### src/hw/rtl/anl_pkg.sv
// Shared types and constants of the atom neighbor list builder.
// Used by the top level and by the square-root cell; depends on nothing.
package anl_pkg;

  // Field widths fixed by the word formats
  localparam int POS_W      = 20;
  localparam int DIFF_W     = POS_W + 1;
  localparam int SQR_W      = 2 * POS_W;
  localparam int SUM_W      = SQR_W + 2;
  localparam int SQ_W       = 40;
  localparam int NUM_CELLS  = SQ_W / 2;
  localparam int DIST_W     = SQ_W / 2;
  localparam int IN_W       = 112;
  localparam int IN_DATA_W  = 106;
  localparam int CMD_W      = 2;
  localparam int OUT_W      = 56;
  localparam int CFG_IDX_W  = 3;
  localparam int CFG_W      = 40;

  // Parameter defaults
  localparam int DEF_MAX_ATOMS     = 256;
  localparam int DEF_MAX_NEIGHBORS = 128;

  // Largest level gap that still counts as bound inside one residue
  localparam logic [3:0] BOND_GAP = 4'd3;

  // Command codes
  localparam logic [1:0] CMD_LOAD  = 2'd0;
  localparam logic [1:0] CMD_READ  = 2'd1;
  localparam logic [1:0] CMD_CLEAR = 2'd2;

  // Status codes
  localparam logic [1:0] STAT_OK    = 2'd0;
  localparam logic [1:0] STAT_FULL  = 2'd1;
  localparam logic [1:0] STAT_RANGE = 2'd2;

  // Configuration register indexes
  localparam logic [CFG_IDX_W-1:0] CFG_CUTOFF = 3'd0;
  localparam logic [CFG_IDX_W-1:0] CFG_RING   = 3'd1;
  localparam logic [CFG_IDX_W-1:0] CFG_CYS    = 3'd2;
  localparam logic [CFG_IDX_W-1:0] CFG_SG     = 3'd3;
  localparam logic [CFG_IDX_W-1:0] CFG_ALPHA  = 3'd4;

  localparam logic [CFG_W-1:0] CUTOFF_RESET = 40'd4194304;

  // Command and fields of one input word, command in the lowest bits
  typedef struct packed {
    logic [3:0]       pad;
    logic [6:0]       query_slot;
    logic [7:0]       query_atom;
    logic [5:0]       atom_kind;
    logic [4:0]       residue_kind;
    logic [3:0]       chain_level;
    logic [15:0]      residue_number;
    logic [POS_W-1:0] pos_z;
    logic [POS_W-1:0] pos_y;
    logic [POS_W-1:0] pos_x;
    logic [1:0]       cmd;
  } in_word_t;

  typedef struct packed {
    logic [1:0]  status;
    logic        list_overflowed;
    logic [27:0] neighbor_distance;
    logic [7:0]  neighbor_atom;
    logic [7:0]  list_length;
    logic [8:0]  stored_atoms;
  } out_word_t;

  typedef struct packed {
    logic [POS_W-1:0] z;
    logic [POS_W-1:0] y;
    logic [POS_W-1:0] x;
  } atom_pos_t;

  typedef struct packed {
    logic [5:0]  atom_kind;
    logic [4:0]  residue_kind;
    logic [3:0]  chain_level;
    logic [15:0] residue_number;
  } atom_ident_t;

  // Remainder and partial root handed from cell to cell
  typedef struct packed {
    logic [SQ_W-1:0] rem;
    logic [SQ_W-1:0] res;
  } isqrt_stage_t;

endpackage

### src/hw/rtl/anl_sqrt_cell.sv
// One step of the restoring integer square root, registered at its output.
// Depends on anl_pkg; chained by the top level into the root pipeline.
module anl_sqrt_cell import anl_pkg::*; #(
  parameter int STEP  = 0,
  parameter int TAG_W = 1
) (
  input  logic               clk,
  input  logic               rst_n,
  input  logic               in_v,
  input  isqrt_stage_t       in_stage,
  input  logic [TAG_W-1:0]   in_tag,
  output logic               out_v,
  output isqrt_stage_t       out_stage,
  output logic [TAG_W-1:0]   out_tag
);

  localparam logic [SQ_W-1:0] BIT_VAL = SQ_W'(1) << (SQ_W - 2 - 2 * STEP);

  logic [SQ_W:0] trial;
  isqrt_stage_t  stage_nxt;
  logic          v_r;
  isqrt_stage_t  stage_r;
  logic [TAG_W-1:0] tag_r;

  // Try to take the current bit out of the remainder
  always_comb begin
    trial = {1'b0, in_stage.res} + {1'b0, BIT_VAL};
    if ({1'b0, in_stage.rem} >= trial) begin
      stage_nxt.rem = in_stage.rem - trial[SQ_W-1:0];
      stage_nxt.res = (in_stage.res >> 1) + BIT_VAL;
    end else begin
      stage_nxt.rem = in_stage.rem;
      stage_nxt.res = in_stage.res >> 1;
    end
  end

  always_ff @(posedge clk) begin
    if (!rst_n) begin
      v_r <= 1'b0;
    end else begin
      v_r <= in_v;
    end
  end

  // Hand the step result to the next cell
  always_ff @(posedge clk) begin
    stage_r <= stage_nxt;
    tag_r   <= in_tag;
  end

  assign out_v     = v_r;
  assign out_stage = stage_r;
  assign out_tag   = tag_r;

endmodule
### config.mk
export PLATFORM = sky130hd
export DESIGN_NAME = anl_sqrt_cell
export DESIGN_NICKNAME = d
export VERILOG_FILES = /design/src/hw/rtl/anl_pkg.sv /design/src/hw/rtl/anl_sqrt_cell.sv
export SDC_FILE = /design/constraint.sdc
export NUM_CORES = 1
export LEC_CHECK = 0
export ABC_AREA = 1
export BUFFER_PORTS_ARGS = -buffer_cell sky130_fd_sc_hd__buf_2
export CELL_PAD_IN_SITES_DETAIL_PLACEMENT = 1
export CELL_PAD_IN_SITES_GLOBAL_PLACEMENT = 2
export CORE_ASPECT_RATIO = 0.5
export CORE_MARGIN = 2
export CORE_UTILIZATION = 26
export DETAILED_ROUTE_END_ITERATION = 12
export GPL_ROUTABILITY_DRIVEN = 0
export PLACE_DENSITY = 0.8
export SYNTH_ARGS = -nofsm -noshare
export SYNTH_HDL_FRONTEND = slang
export SYNTH_SLANG_ARGS = --single-unit
### constraint.sdc
create_clock -name clk -period 1.8 [get_ports clk]
set_input_delay 0.09 -clock clk [delete_from_list [all_inputs] [get_ports clk]]
set_output_delay 0.09 -clock clk [all_outputs]
set_load 0.01 [all_outputs]
==> flow_metrics.tcl <==
set metrics [dict create \
    finalHoldViolations 0 \
    setup.worst_path.end_class "flop" \
    synthSimpleGateAreaFrac_pct 38.5 \
    num_antenna_cells 0 \
    synth_nets 1014 \
    worst_ep_required_time_ps 2060 \
    fin_crit_ps 1740 \
    grt_use_total_pct 20.1 \
    synth_cells 888 \
    clkSlewWorstSetupHoldPaths_ps 60 \
    first_global_vias 6949 \
    floorplan.die_area_um2 22000 \
    worst_pin_slew_ps 363 \
    holdPathEnd "out_stage[40]$_DFF_P_" \
    layout-area-overhead-vs-synth_pct 65.1 \
    timing.fmax_ghz 0.575 \
    setup_violations 0 \
    timing.max_slew.rel_slack_pct 75.5 \
    worstSetupPathType "primary input to flop" \
    grt.overflow.total 0 \
    layout.area.seq_um2 1640 \
    synthesis.area_um2 5400 \
    synth-compound-area-share_pct 4.75 \
    final_nets 1415 \
    cts_tree "done" \
    multi_input_gate_area_in_the_final_layout_um2 3170 \
    yosys-mux-area-fraction_pct 0 \
    layout_common_cells "nand2_1, buf_2, inv_1" \
    grt_start_max_net_pins 41 \
    clock_sink_count 82 \
    post_synth_fa_ha_maj_area_fraction_pct 9.86 \
    startpoint_type "primary input" \
    first_pass_grt_wire_length_um 34600 \
    detail_route.iter0.violations 312 \
    placed_cell_area_um2 7690 \
    number_of_antenna_violations_at_the_first_check_in_global_routing 0 \
    synth-seq-cells 82 \
    layout_commonest_cell "nand2_1" \
    max_h_tree_level 3 \
    design.portCount 166 \
    combinational_family_with_the_most_area_after_synthesis "simple AND/OR/NAND/NOR gates" \
    worst_ir_drop_vdd_mv 0.469 \
    holdCritStartpoint "in_stage[40]" \
    min_path_cells 3 \
    synth-warning-count 0 \
    slew_violations 0 \
    cellPowerDensity_nw_per_um2 742 \
    drt-pass1-iter-count 4 \
    worstPathCellList "buf_2 -> inv_1 -> ha_1 -> a21oi_1 -> o21ai_0 -> inv_1 -> a21oi_1 -> nor2_2 -> nand2_4 -> buf_12 -> nand3_1 -> nand2_1" \
    min_path_type "primary input to flop" \
    synth_area_leader_cell "dfxtp_1" \
    dp.final_hpwl_um 17600 \
    cp_slowest_cell "ha_1" \
    height_of_the_die_um 106 \
    stdcell_area_um2 8920 \
    synth_top_area_share_pct 30.4 \
    hold-worst-slack_ps 22.3 \
    route.final.wire_length_um 21800 \
    post-route-drc-count 0 \
    drt.antenna.violating_nets 0 \
    cts-root-buf "clkbuf_16" \
    syn_area_per_cell_um2 6.09 \
    tritoncts.num_buffers 9 \
    die-width_um 208 \
    numPortBuffers 165 \
    critPathMaxStageDelay_ps 340 \
    wl_per_cell_um 13.9 \
    vias_post_dr 6704 \
    synthDistinctLibCells 28 \
    postCtsSetupBuffers 0 \
    vias_per_cell 4.28 \
    fill_cells 2757 \
    rows 37 \
    synth.area.top_cells "dfxtp_1, nand2_1, inv_1" \
    synth-seq-area-share_pct 30.4 \
    cts.path.max_buffers 2 \
    worst_ep_arrival_time_ps 2000 \
    run_status "finished, final reports clean" \
    initial_core_util_pct 26.4 \
    post_synth_xor_area_fraction_pct 3.57 \
    floorplan.core_area_um2 20500 \
    layout_worst_path_cycle_share_pct 96.5 \
    static-leakage-power_nw 5.12 \
    cp_max_fo 20 \
    cap_violations 0 \
    layout-drive-gt1-share_pct 28.3 \
    grt_setup_unrepaired "yes" \
]
-- cells in the mapped netlist --
cell type	count
nand2_1	374
inv_1	163
dfxtp_1	82
nor2_1	81
nand3_1	45
ha_1	41
a21oi_1	29
xor2_1	21
o21ai_0	10
nand3b_1	7
buf_6	5
nor3_1	5
nand4_1	4
buf_4	3
a21o_1	2
nand3_2	2
o21a_1	2
o21ai_1	2
a21boi_0	1
a31oi_1	1
and3_1	1
clkinv_1	1
fa_1	1
inv_4	1
nand2_4	1
nor2_2	1
o21bai_1	1
xnor2_1	1
-- registers in the layout, summed over array words and instances, names as in the netlist --
name	flops
out_v	1
out_tag	1
out_stage	80
-- cells by family after synthesis --
logic type	after synthesis
AO/OA/AOI/OAI	48
XOR/XNOR	22
adder cells (fa/ha/maj)	42
buffers and inverters	173
flip-flops	82
AND/OR/NAND/NOR	521
-- timing repair --
item                                    in CTS  in global routing
hold endpoints to repair                    79                  0
endpoints found under the setup margin      40                 41
hold buffers                                79                  0
resized for setup                            2                 32
gates cloned                                 0                  0
-- per-layer routing --
layer / track usage [%] / vias up / wire length [µm]
met5: 0 / - / 0
met4: 4.41 / 0 / 212
met3: 4.82 / 13 / 899
met2: 31.7 / 98 / 9480
met1: 27.8 / 3128 / 11200
li1: - / 3465 / -
-- worst max-delay path by stage --
| stage | startpoint | end | slack (ps) | cells past startpoint |
|---|---|---|---|---|
| 2_1_floorplan | in_stage[40] | out_stage[72]$_DFF_P_ | 150 | 15 |
| 3_3_place_gp | in_stage[22] | out_stage[69]$_DFF_P_ | -440 | 14 |
| 3_5_place_dp | in_stage[39] | out_stage[71]$_DFF_P_ | -480 | 13 |
| 4_1_cts | in_stage[38] | out_stage[71]$_DFF_P_ | 20 | 13 |
| 5_1_grt | in_stage[23] | out_stage[66]$_DFF_P_ | -30 | 14 |
| 6_report | in_stage[30] | out_stage[73]$_DFF_P_ | 60 | 12 |
-- metrics by stage --
stage / std cells / setup slack, ps / TNS [ps] / utilization [%] / total power (W)
floorplan: 888 / 146 / 0 / - / 0.00330
global placement: 1472 / -444 / -17380 / 37.6 / 0.00438
detailed placement: 1472 / -481 / -18890 / 37.6 / 0.00444
CTS: 1567 / 23.5 / 0 / 43.0 / 0.00665
global route: 1567 / -34.2 / -85.5 / 43.6 / 0.00706
finish: 1567 / 62.2 / 0 / 43.6 / 0.00662
-- final cells by class --
cell class,count,share of cell area [%]
clock buffers,10,2.57
well taps,273,3.83
clock inverters,6,1.02
repair buffers,398,31.5
multi-input cells,633,35.5
flip-flops and latches,82,18.4
inverters,165,7.13
-- power breakdown --
part	leakage, nW	switching [W]	total, W	internal, W
logic	4.28	0.00134	0.00248	0.00114
clock network	0.145	0.000827	0.00204	0.00122
registers	0.691	0.0000515	0.00209	0.00204
total	5.12	0.00222	0.00662	0.00440
-- worst max-delay path: cells and delay by family --
family,cells,cell delay (ps)
buf+inv,4,440
fa+ha+maj,1,340
simple gates,4,520
compound gates,3,590
Power figures use the tool's default switching activity.
