### src/hw/rtl/anl_ram.sv
// Generic single-write, single-read RAM with registered read data.
// Stand-alone; used for every store of the neighbor list builder.
module anl_ram #(
  parameter int WIDTH = 8,
  parameter int DEPTH = 2,
  localparam int AW = (DEPTH > 1) ? $clog2(DEPTH) : 1
) (
  input  logic             clk,
  input  logic             we,
  input  logic [AW-1:0]    waddr,
  input  logic [WIDTH-1:0] wdata,
  input  logic [AW-1:0]    raddr,
  output logic [WIDTH-1:0] rdata
);

  logic [WIDTH-1:0] mem [DEPTH];

  // Write one word, read one word with registered read data
  always_ff @(posedge clk) begin
    if (we) begin
      mem[waddr] <= wdata;
    end
    rdata <= mem[raddr];
  end

endmodule

### config.mk
export PLATFORM = sky130hd
export DESIGN_NAME = anl_ram
export DESIGN_NICKNAME = d
export VERILOG_FILES = /design/src/hw/rtl/anl_ram.sv
export SDC_FILE = /design/constraint.sdc
export NUM_CORES = 1
export LEC_CHECK = 0
export BUFFER_PORTS_ARGS = -buffer_cell sky130_fd_sc_hd__buf_4
export CORE_MARGIN = 10
export CORE_UTILIZATION = 52
export DETAILED_ROUTE_END_ITERATION = 8
export PLACE_DENSITY = 0.78
export SETUP_SLACK_MARGIN = 0.3
export SYNTH_ARGS = -nofsm -noshare
export SYNTH_HDL_FRONTEND = slang
export SYNTH_SLANG_ARGS = --single-unit
### constraint.sdc
create_clock -name clk -period 2 [get_ports clk]
set_input_delay 0.6 -clock clk [delete_from_list [all_inputs] [get_ports clk]]
set_output_delay 0.6 -clock clk [all_outputs]
set_load 0.005 [all_outputs]
==> results by group, run 1 <==
Outcome
  – Status: finished clean

Floorplanning
  – Top-Level Pins: 20
  – Initial core utilization: ~57%
  – Placeable Area: ~1400 um2
  – Die Y: about 59 um
  – Die width: about 59 um
  – Die ar.: about 3500 um2
  – Row count: 13

Global route
  – GRT Total Usage: 6.740%
  – Number of global-route vias before repair: approximately 420
  – First-pass GRT wire length: 1821 um
  – Final global-route overflow total: 0
  – Initial antenna violation count: 0
  – Largest net degree at the start of global routing: 15

Clock tree
  – Post-CTS Resized: 0
  – CTS max path bufs: 2
  – Cts hold-fix bufs: 0
  – CTS sink count: 24
  – Reg clk slew, reported paths: 0.12 ns
  – Inserted Clock Buffers: 3
  – Worst skew pair latency: roughly 0.30 ns
  – CTS tree: yes
  – Buffer count from post-CTS setup fixing: 0
  – H-tree Lvls: 1
  – Root Buffer: clkbuf_4

Placement
  – Area post-placement: about 940 um2
  – Placed cell count: between 60 and 70
  – RePlAce Congestion: about 0.6
  – IO buf count: 19

Synth
  – Top cells by area, synth: edfxtp_1, dfxtp_1, mux2_4, buf_6, and2_1
  – Post-synth cell types: 6
  – Post-synthesis area per instance: roughly 22 um2
  – Yosys reg bits: 24
  – Post-synthesis sequential area ratio: 81.66%
  – Synthesized area: 784.5 um2
  – Gate Count Post-Synth: 35
  – Area leader, netlist: edfxtp_1
  – Yosys top cell area share: between 60% and 70%
  – Synth warnings: 0
  – Mapped Nets: between 40 and 50

Timing
  – TNS Setup: 0 ns
  – Worst slew margin: 77.45%
  – Max-slew violations: 0
  – Least-Margin Pin Slew: 0.3383 ns
  – Setup-violating endpoint count in the final report: 0
  – Crit share post-route: 67.77%
  – Post-route minimum period: 1.355 ns
  – Max Clock Skew: between 0.0015 and 0.002 ns
  – Unrepaired setup endpoints after global routing: no
  – Hold_ws: 0.4709 ns
  – Endpoints failing hold: 0
  – Max Freq: between 700 and 800 MHz

Drt
  – DRC Markers: 0
  – Post-route ant nets: 0
  – Total Wirelength: approximately 1100 um
  – Via count: between 300 and 400
  – DRT iter0 DRCs: 3
  – DR vias/cell: 4.849
  – WL per Instance: between 15 and 20 um
  – Drt pass-1 iters: 2

Pwr
  – VDD IR max: 0.5579 mV
  – Cell Pwr Density: approximately 1000 nW/um2
  – Static Leak: approximately 0.41 nW

Critical path
  – Buf+Inv Stages, Crit Path: 1
  – Top Family by Delay on Critical Path: flip-flops
  – R2R depth: 1
  – Max FO, Critical Path: 1
  – Reg2Reg Launch Point: mem[0][6]
  – Crit Path Class: flip-flop to output port
  – R2R Path End: rdata[6]
  – Crit path DAT: about 0.76 ns
  – Critical path's largest stage delay: 0.33 ns
  – Flop-to-flop setup slack: ~1.2 ns
  – CP max-delay cell: dfxtp_1
  – Critical Path End Type: output port
  – Crit start category: flip-flop
  – CP required: 1.40 ns
  – Critical path cell sequence: buf_4

Worst hold path
  – Hold Path Class: primary input to flip-flop
  – Hold Startpoint: wdata[7]
  – Hold depth: 1
  – WHS Endpoint: mem[0][7]

Final layout
  – Fill count: 89
  – Final Util: approximately 73%
  – Area Growth Syn to Fin: 26.79%
  – Layout Cells excl Fill: between 70 and 80
  – Layout cells sized above 1: between 50% and 60%
  – Final #Nets: just over 70
  – Final non-filler cell area: 994.7 um2
  – Diode count: 0

Run
  – Total of max-cap violations: 0
==> kinds of logic (layout without fill, tap and decap cells) <==
group	count (synthesis)	in the layout	synth area share, %
AND/OR/NAND/NOR	2	2	1.596
multiplexers	8	8	15.31
flip-flops	24	24	81.66
buffers and inverters	1	24	1.435
==> cell usage in the layout (no fill, tap or decap) <==
cell type	Yosys	final
nor2b_1	1	1
buf_4	0	20
bufinv_16	0	1
dfxtp_1	8	8
edfxtp_1	16	16
and2_1	1	1
mux2_4	8	8
clkbuf_4	0	3
==> flip-flops by register name (all words and copies together), names as in the netlist <==
| register | count |
|---|---|
| mem | 16 |
| rdata | 8 |
==> routing by layer <==
metal,global-route usage [%],wire length (um),vias to the layer above
met5,0,0,-
met4,2.951,0,0
li1,-,-,177
met1,7.516,457,161
met2,10.36,517,16
met3,3.648,127,0
==> cells in the mapped netlist (all sizes together) <==
cell and n:
and2 1, dfxtp 8, mux2 8, buf 1, edfxtp 16, nor2b 1
==> stage by stage <==
stage	total power (W)	setup slack (ns)
global route	0.001037	0.5953
CTS	0.001004	0.6293
global placement	0.0006668	0.6790
finish	0.0009956	0.6447
floorplan	0.0006233	0.6066
detailed placement	0.0006724	0.6381
==> layout make-up <==
| type | count | area, um2 | area share (%) |
|---|---|---|---|
| multi-input combinational | 10 | 132.6 | 13.33 |
| tap | 15 | 18.77 | 1.887 |
| sequential | 24 | 640.6 | 64.40 |
| timing repair buffer | 20 | 150.1 | 15.09 |
| clock inverter | 1 | 30.03 | 3.019 |
| clock buffer | 3 | 22.52 | 2.264 |
==> how the worst max path moves through the flow <==
stage,slack [ns],cells after the start,end,from
CTS,0.63,1,rdata[6],rdata[6]
global route,0.60,1,rdata[6],rdata[6]
global placement,0.68,2,mem[1][0],waddr
finish,0.64,1,rdata[6],rdata[6]
floorplan,0.61,1,mem[0][0],we
detailed placement,0.64,2,mem[1][1],waddr
==> report_power, final <==
group           total, W  switching (W)  leakage, nW  internal [W]
combinational  0.0000802      0.0000260        0.167     0.0000541
clock           0.000338       0.000135       0.0279      0.000202
sequential      0.000578     0.00000979        0.218      0.000568
total           0.000996       0.000171        0.413      0.000824
Note: power is estimated with default switching activity, not from simulation.
==> run 2: changes to the inputs <==
--- a/config.mk
+++ b/config.mk
@@ -6,10 +6,11 @@
 export NUM_CORES = 1
 export LEC_CHECK = 0
 export BUFFER_PORTS_ARGS = -buffer_cell sky130_fd_sc_hd__buf_4
+export CORE_ASPECT_RATIO = 1.25
 export CORE_MARGIN = 10
-export CORE_UTILIZATION = 52
+export CORE_UTILIZATION = 44
 export DETAILED_ROUTE_END_ITERATION = 8
-export PLACE_DENSITY = 0.78
+export PLACE_DENSITY = 0.71
 export SETUP_SLACK_MARGIN = 0.3
 export SYNTH_ARGS = -nofsm -noshare
 export SYNTH_HDL_FRONTEND = slang
==> constraint.sdc (replaced) <==
create_clock -name clk -period 1.1 [get_ports clk]
set_input_delay 0.33 -clock clk [delete_from_list [all_inputs] [get_ports clk]]
set_output_delay 0.33 -clock clk [all_outputs]
set_load 0.005 [all_outputs]
==> results by group, run 2 (synthesized netlist as in run 1, its figures left out) <==
Floorplanning
  – Die Y: approximately 67 um
  – Row count: 17
  – Initial core utilization: around 46%
  – Die width: 57.77 um
  – Die ar.: slightly below 4000 um2
  – Top-Level Pins: 20
  – Placeable Area: around 1700 um2

Clock tree
  – H-tree Lvls: 1
  – Reg clk slew, reported paths: around 0.11 ns
  – Cts hold-fix bufs: 0
  – Worst skew pair latency: 0.30 ns
  – CTS tree: yes
  – Root Buffer: clkbuf_4
  – Inserted Clock Buffers: 3
  – Buffer count from post-CTS setup fixing: 0
  – CTS sink count: 24
  – CTS max path bufs: 2

Drt
  – Drt pass-1 iters: 4
  – DR vias/cell: between 4 and 5
  – DRT iter0 DRCs: 4
  – Total Wirelength: 1053 um
  – Via count: 360
  – Post-route ant nets: 0
  – DRC Markers: 0
  – WL per Instance: ~14 um

Global route
  – Initial antenna violation count: 0
  – GRT Total Usage: about 6.0%
  – First-pass GRT wire length: 1814 um
  – Final global-route overflow total: 0
  – Number of global-route vias before repair: 411
  – Largest net degree at the start of global routing: 13

Final layout
  – Max reg flops: 16
  – Area Growth Syn to Fin: 29.03%
  – Layout Cells excl Fill: 75
  – Diode count: 0
  – Final Util: ~59%
  – Most common cell after layout, fill and taps aside: edfxtp_1
  – Largest reg by FF count: mem
  – Layout cells sized above 1: a little under three quarters
  – Final #Nets: 70
  – Largest registers: mem: 16 flops, rdata: 8 flops
  – Commonest non-fill, non-tap cells in the layout: edfxtp_1, buf_4, mux2_4, buf_6, dfxtp_2
  – Fill count: between 100 and 150

Critical path
  – CP max-delay cell: dfxtp_2
  – CP required: 0.77 ns
  – Top Family by Delay on Critical Path: flip-flops
  – R2R depth: 1
  – Critical Path End: rdata[7]
  – CP Depth: 1
  – CP startpoint: rdata[7]
  – Critical path's largest stage delay: roughly 0.34 ns
  – Max FO, Critical Path: 1
  – Critical path cell sequence: buf_6
  – Crit start category: flip-flop
  – R2R Path End: rdata[6]
  – Reg2Reg Launch Point: mem[0][6]
  – Buf+Inv Stages, Crit Path: 1
  – Crit Path Class: flip-flop to output port
  – Flop-to-flop setup slack: between 0.3 and 0.4 ns
  – Critical Path End Type: output port
  – Crit path DAT: between 0.7 and 0.8 ns

Pwr
  – Cell Pwr Density: 1553 nW/um2
  – Total power: 0.001572 W
  – Static Leak: 0.4103 nW
  – VDD IR max: roughly 0.78 mV

Timing
  – Crit share post-route: a little over nine tenths
  – Unrepaired setup endpoints after global routing: yes
  – Max Freq: 934.6 MHz
  – Max-slew violations: 0
  – Least-Margin Pin Slew: 0.2364 ns
  – Setup-violating endpoint count in the final report: 0
  – Hold_ws: between 0.2 and 0.25 ns
  – Worst slew margin: around 84%
  – Max Clock Skew: 0.001396 ns
  – Endpoints failing hold: 0
  – Post-route minimum period: 1.070 ns

Placement
  – RePlAce Congestion: around 0.67
  – IO buf count: 19
  – Placed cell count: between 70 and 80

Outcome
  – Status: finished clean

Run
  – Total of max-cap violations: 0

Worst hold path
  – Hold Path Class: primary input to flip-flop
[run 2: metal layers]
| metal | GRT usage (%) | up-vias | routed length (um) |
|---|---|---|---|
| met5 | 0 | - | 0 |
| met4 | 4.412 | 0 | 30 |
| met3 | 3.377 | 4 | 133 |
| met2 | 8.871 | 22 | 472 |
| met1 | 6.271 | 162 | 416 |
| li1 | - | 172 | - |
[run 2: timing repair]
item | in CTS | in global routing
setup endpoints to repair | 8 | 8
pin swaps | 0 | 0
resized for setup | 5 | 11
[run 2: layout make-up]
type | instances | area (um2) | area share [%]
multi-input cells | 10 | 142.6 | 14.09
clock buffers | 3 | 22.52 | 2.225
flip-flops and latches | 24 | 650.6 | 64.28
repair buffers | 19 | 172.7 | 17.06
well taps | 19 | 23.77 | 2.349
[run 2: where the power goes]
group | switching, W | internal, W | leakage (nW)
sequential | 0.0000217 | 0.00104 | 0.218
combinational | 0.0000473 | 0.000116 | 0.179
clock | 0.000222 | 0.000128 | 0.0138
total | 0.000291 | 0.00128 | 0.410
[run 2: worst min path at each step]
stage                      to       from  depth (start not counted)  slack, ns
CTS                 mem[0][1]   wdata[1]                          1       0.19
global placement     rdata[6]  mem[1][6]                          1       0.45
floorplan           mem[0][0]   wdata[0]                          0       0.43
detailed placement   rdata[4]  mem[0][4]                          1       0.46
finish              mem[0][7]   wdata[7]                          1       0.21
global route        mem[0][4]   wdata[4]                          1       0.18
[run 2: through the flow]
| step | TNS (ns) | instance area, um2 | worst slack [ns] |
|---|---|---|---|
| floorplan | 0 | 803.3 | 0.2467 |
| global placement | 0 | 949.7 | 0.1055 |
| global route | -0.05832 | 1012 | -0.01440 |
| CTS | 0 | 985.9 | 0.01411 |
| detailed placement | 0 | 949.7 | 0.08899 |
| finish | 0 | 1012 | 0.03006 |
==> run 3: changes to the inputs <==
--- a/config.mk
+++ b/config.mk
@@ -10,6 +10,7 @@
 export CORE_MARGIN = 10
 export CORE_UTILIZATION = 44
 export DETAILED_ROUTE_END_ITERATION = 8
+export MAX_ROUTING_LAYER = met4
 export PLACE_DENSITY = 0.71
 export SETUP_SLACK_MARGIN = 0.3
 export SYNTH_ARGS = -nofsm -noshare
==> results by group, run 3 (synthesized netlist as in run 1, its figures left out) <==
Outcome
  – Status: finished clean

Global route
  – GRT Total Usage: a little over 6%
  – Largest net degree at the start of global routing: 13
  – Number of global-route vias before repair: just over 400
  – Initial antenna violation count: 0
  – Final global-route overflow total: 0
  – First-pass GRT wire length: roughly 1800 um

Timing
  – Endpoints failing hold: 0
  – Max-slew violations: 0
  – Worst slew margin: 84.21%
  – Final worst setup slack: a little over 0.03 ns
  – Max Freq: a little over 900 MHz
  – Max Clock Skew: around 0.0016 ns
  – Post-route minimum period: about 1.1 ns
  – Hold_ws: a little over 0.2 ns
  – Setup-violating endpoint count in the final report: 0
  – Crit share post-route: a little over nine tenths
  – Unrepaired setup endpoints after global routing: yes
  – Least-Margin Pin Slew: about 0.24 ns

Final layout
  – Largest reg by FF count: mem
  – Area Growth Syn to Fin: 29.03%
  – Multi-input logic area: roughly 140 um2
  – Commonest non-fill, non-tap cells in the layout: edfxtp_1, buf_4, mux2_4, buf_6, dfxtp_2
  – Layout Cells excl Fill: 75
  – Largest registers: mem: 16 flops, rdata: 8 flops
  – Final #Nets: 70
  – Fill count: roughly 140
  – Max reg flops: 16
  – Final non-filler cell area: a little over 1000 um2
  – Register area: 650.6 um2
  – Most common cell after layout, fill and taps aside: edfxtp_1
  – Diode count: 0
  – Layout cells sized above 1: a little under three quarters

Pwr
  – Switching Share: around 18%
  – VDD IR max: around 0.78 mV
  – P_int: about 0.0013 W
  – Clk network pwr share: approximately 22%
  – Static Leak: between 0.4 and 0.5 nW
  – Switching Power: roughly 0.00029 W
  – Combinational Power Share: 10.4%
  – Flop pwr share: 67.4%
  – Cell Pwr Density: about 1600 nW/um2

Floorplanning
  – Die width: just under 60 um
  – Top-Level Pins: 20
  – Placeable Area: 1723 um2
  – Die ar.: just under 4000 um2
  – Row count: 17
  – Initial core utilization: a little under half
  – Die Y: 67.21 um

Critical path
  – Critical Path End Type: output port
  – Critical path cell sequence: buf_6
  – Crit Path Class: flip-flop to output port
  – Crit start category: flip-flop
  – CP required: between 0.7 and 0.8 ns
  – Top Family by Delay on Critical Path: flip-flops
  – Critical path's largest stage delay: 0.34 ns
  – Buf+Inv Stages, Crit Path: 1
  – Max FO, Critical Path: 1
  – Crit path DAT: 0.74 ns
  – CP max-delay cell: dfxtp_2

Drt
  – Post-route ant nets: 0
  – WL per Instance: 14.04 um
  – DR vias/cell: between 4 and 5
  – Drt pass-1 iters: 4
  – Total Wirelength: 1053 um
  – Via count: 360
  – DRT iter0 DRCs: 4
  – DRC Markers: 0

Clock tree
  – CTS tree: yes
  – Cts hold-fix bufs: 0
  – Inserted Clock Buffers: 3
  – Root Buffer: clkbuf_4
  – CTS sink count: 24
  – Buffer count from post-CTS setup fixing: 0
  – H-tree Lvls: 1
  – Reg clk slew, reported paths: 0.11 ns
  – CTS max path bufs: 2
  – Worst skew pair latency: about 0.30 ns
  – Post-CTS Resized: 5

Worst hold path
  – Hold Path Class: primary input to flip-flop

Placement
  – IO buf count: 19
  – Placed cell count: 72
  – Area post-placement: roughly 950 um2
  – Pre-CTS WS: just under 0.09 ns
  – RePlAce Congestion: just under 0.7

Run
  – Total of max-cap violations: 0
-- run 3: cell counts in the layout (fill, tap and decap cells not counted) --
No cell type changed its count.
-- run 3: final cells by class --
class	count	share of cell area (%)
multi-input combinational	10	14.09
timing repair buffer	19	17.06
sequential	24	64.28
clock buffer	3	2.225
tap	19	2.349
-- run 3: metrics by stage --
step | util [%] | setup TNS [ns] | total power, W
global placement | 55.12 | 0 | 0.001216
floorplan | - | 0 | 0.001140
global route | 58.75 | -0.05835 | 0.001655
detailed placement | 55.12 | 0 | 0.001224
finish | 58.75 | 0 | 0.001572
CTS | 57.23 | 0 | 0.001579
-- run 3: path summary, 6_finish.rpt --
kind	start	end	slack, ns	cells after the start
worst max-delay path	rdata[7]	rdata[7]	0.03	1
worst min-delay path	wdata[7]	mem[0][7]	0.21	1
worst max register to register	mem[0][6]	rdata[6]	0.34	1
worst min register to register	mem[0][4]	rdata[4]	0.48	1
-- run 3: layer usage --
layer  routed length [um]  GRT usage (%)
met1                  442          6.607
met3                  108          2.814
met4                   30          4.412
met5                    0              -
met2                  471          8.871
-- run 3: power groups by stage --
| stage | registers, W | clock network, W | logic [W] |
|---|---|---|---|
| 2_1_floorplan | 0.00107 | 0 | 0.0000695 |
| 3_3_place_gp | 0.00107 | 0 | 0.000148 |
| 3_5_place_dp | 0.00107 | 0 | 0.000152 |
| 4_1_cts | 0.00105 | 0.000367 | 0.000158 |
| 5_1_grt | 0.00107 | 0.000410 | 0.000176 |
| 6_report | 0.00106 | 0.000349 | 0.000163 |
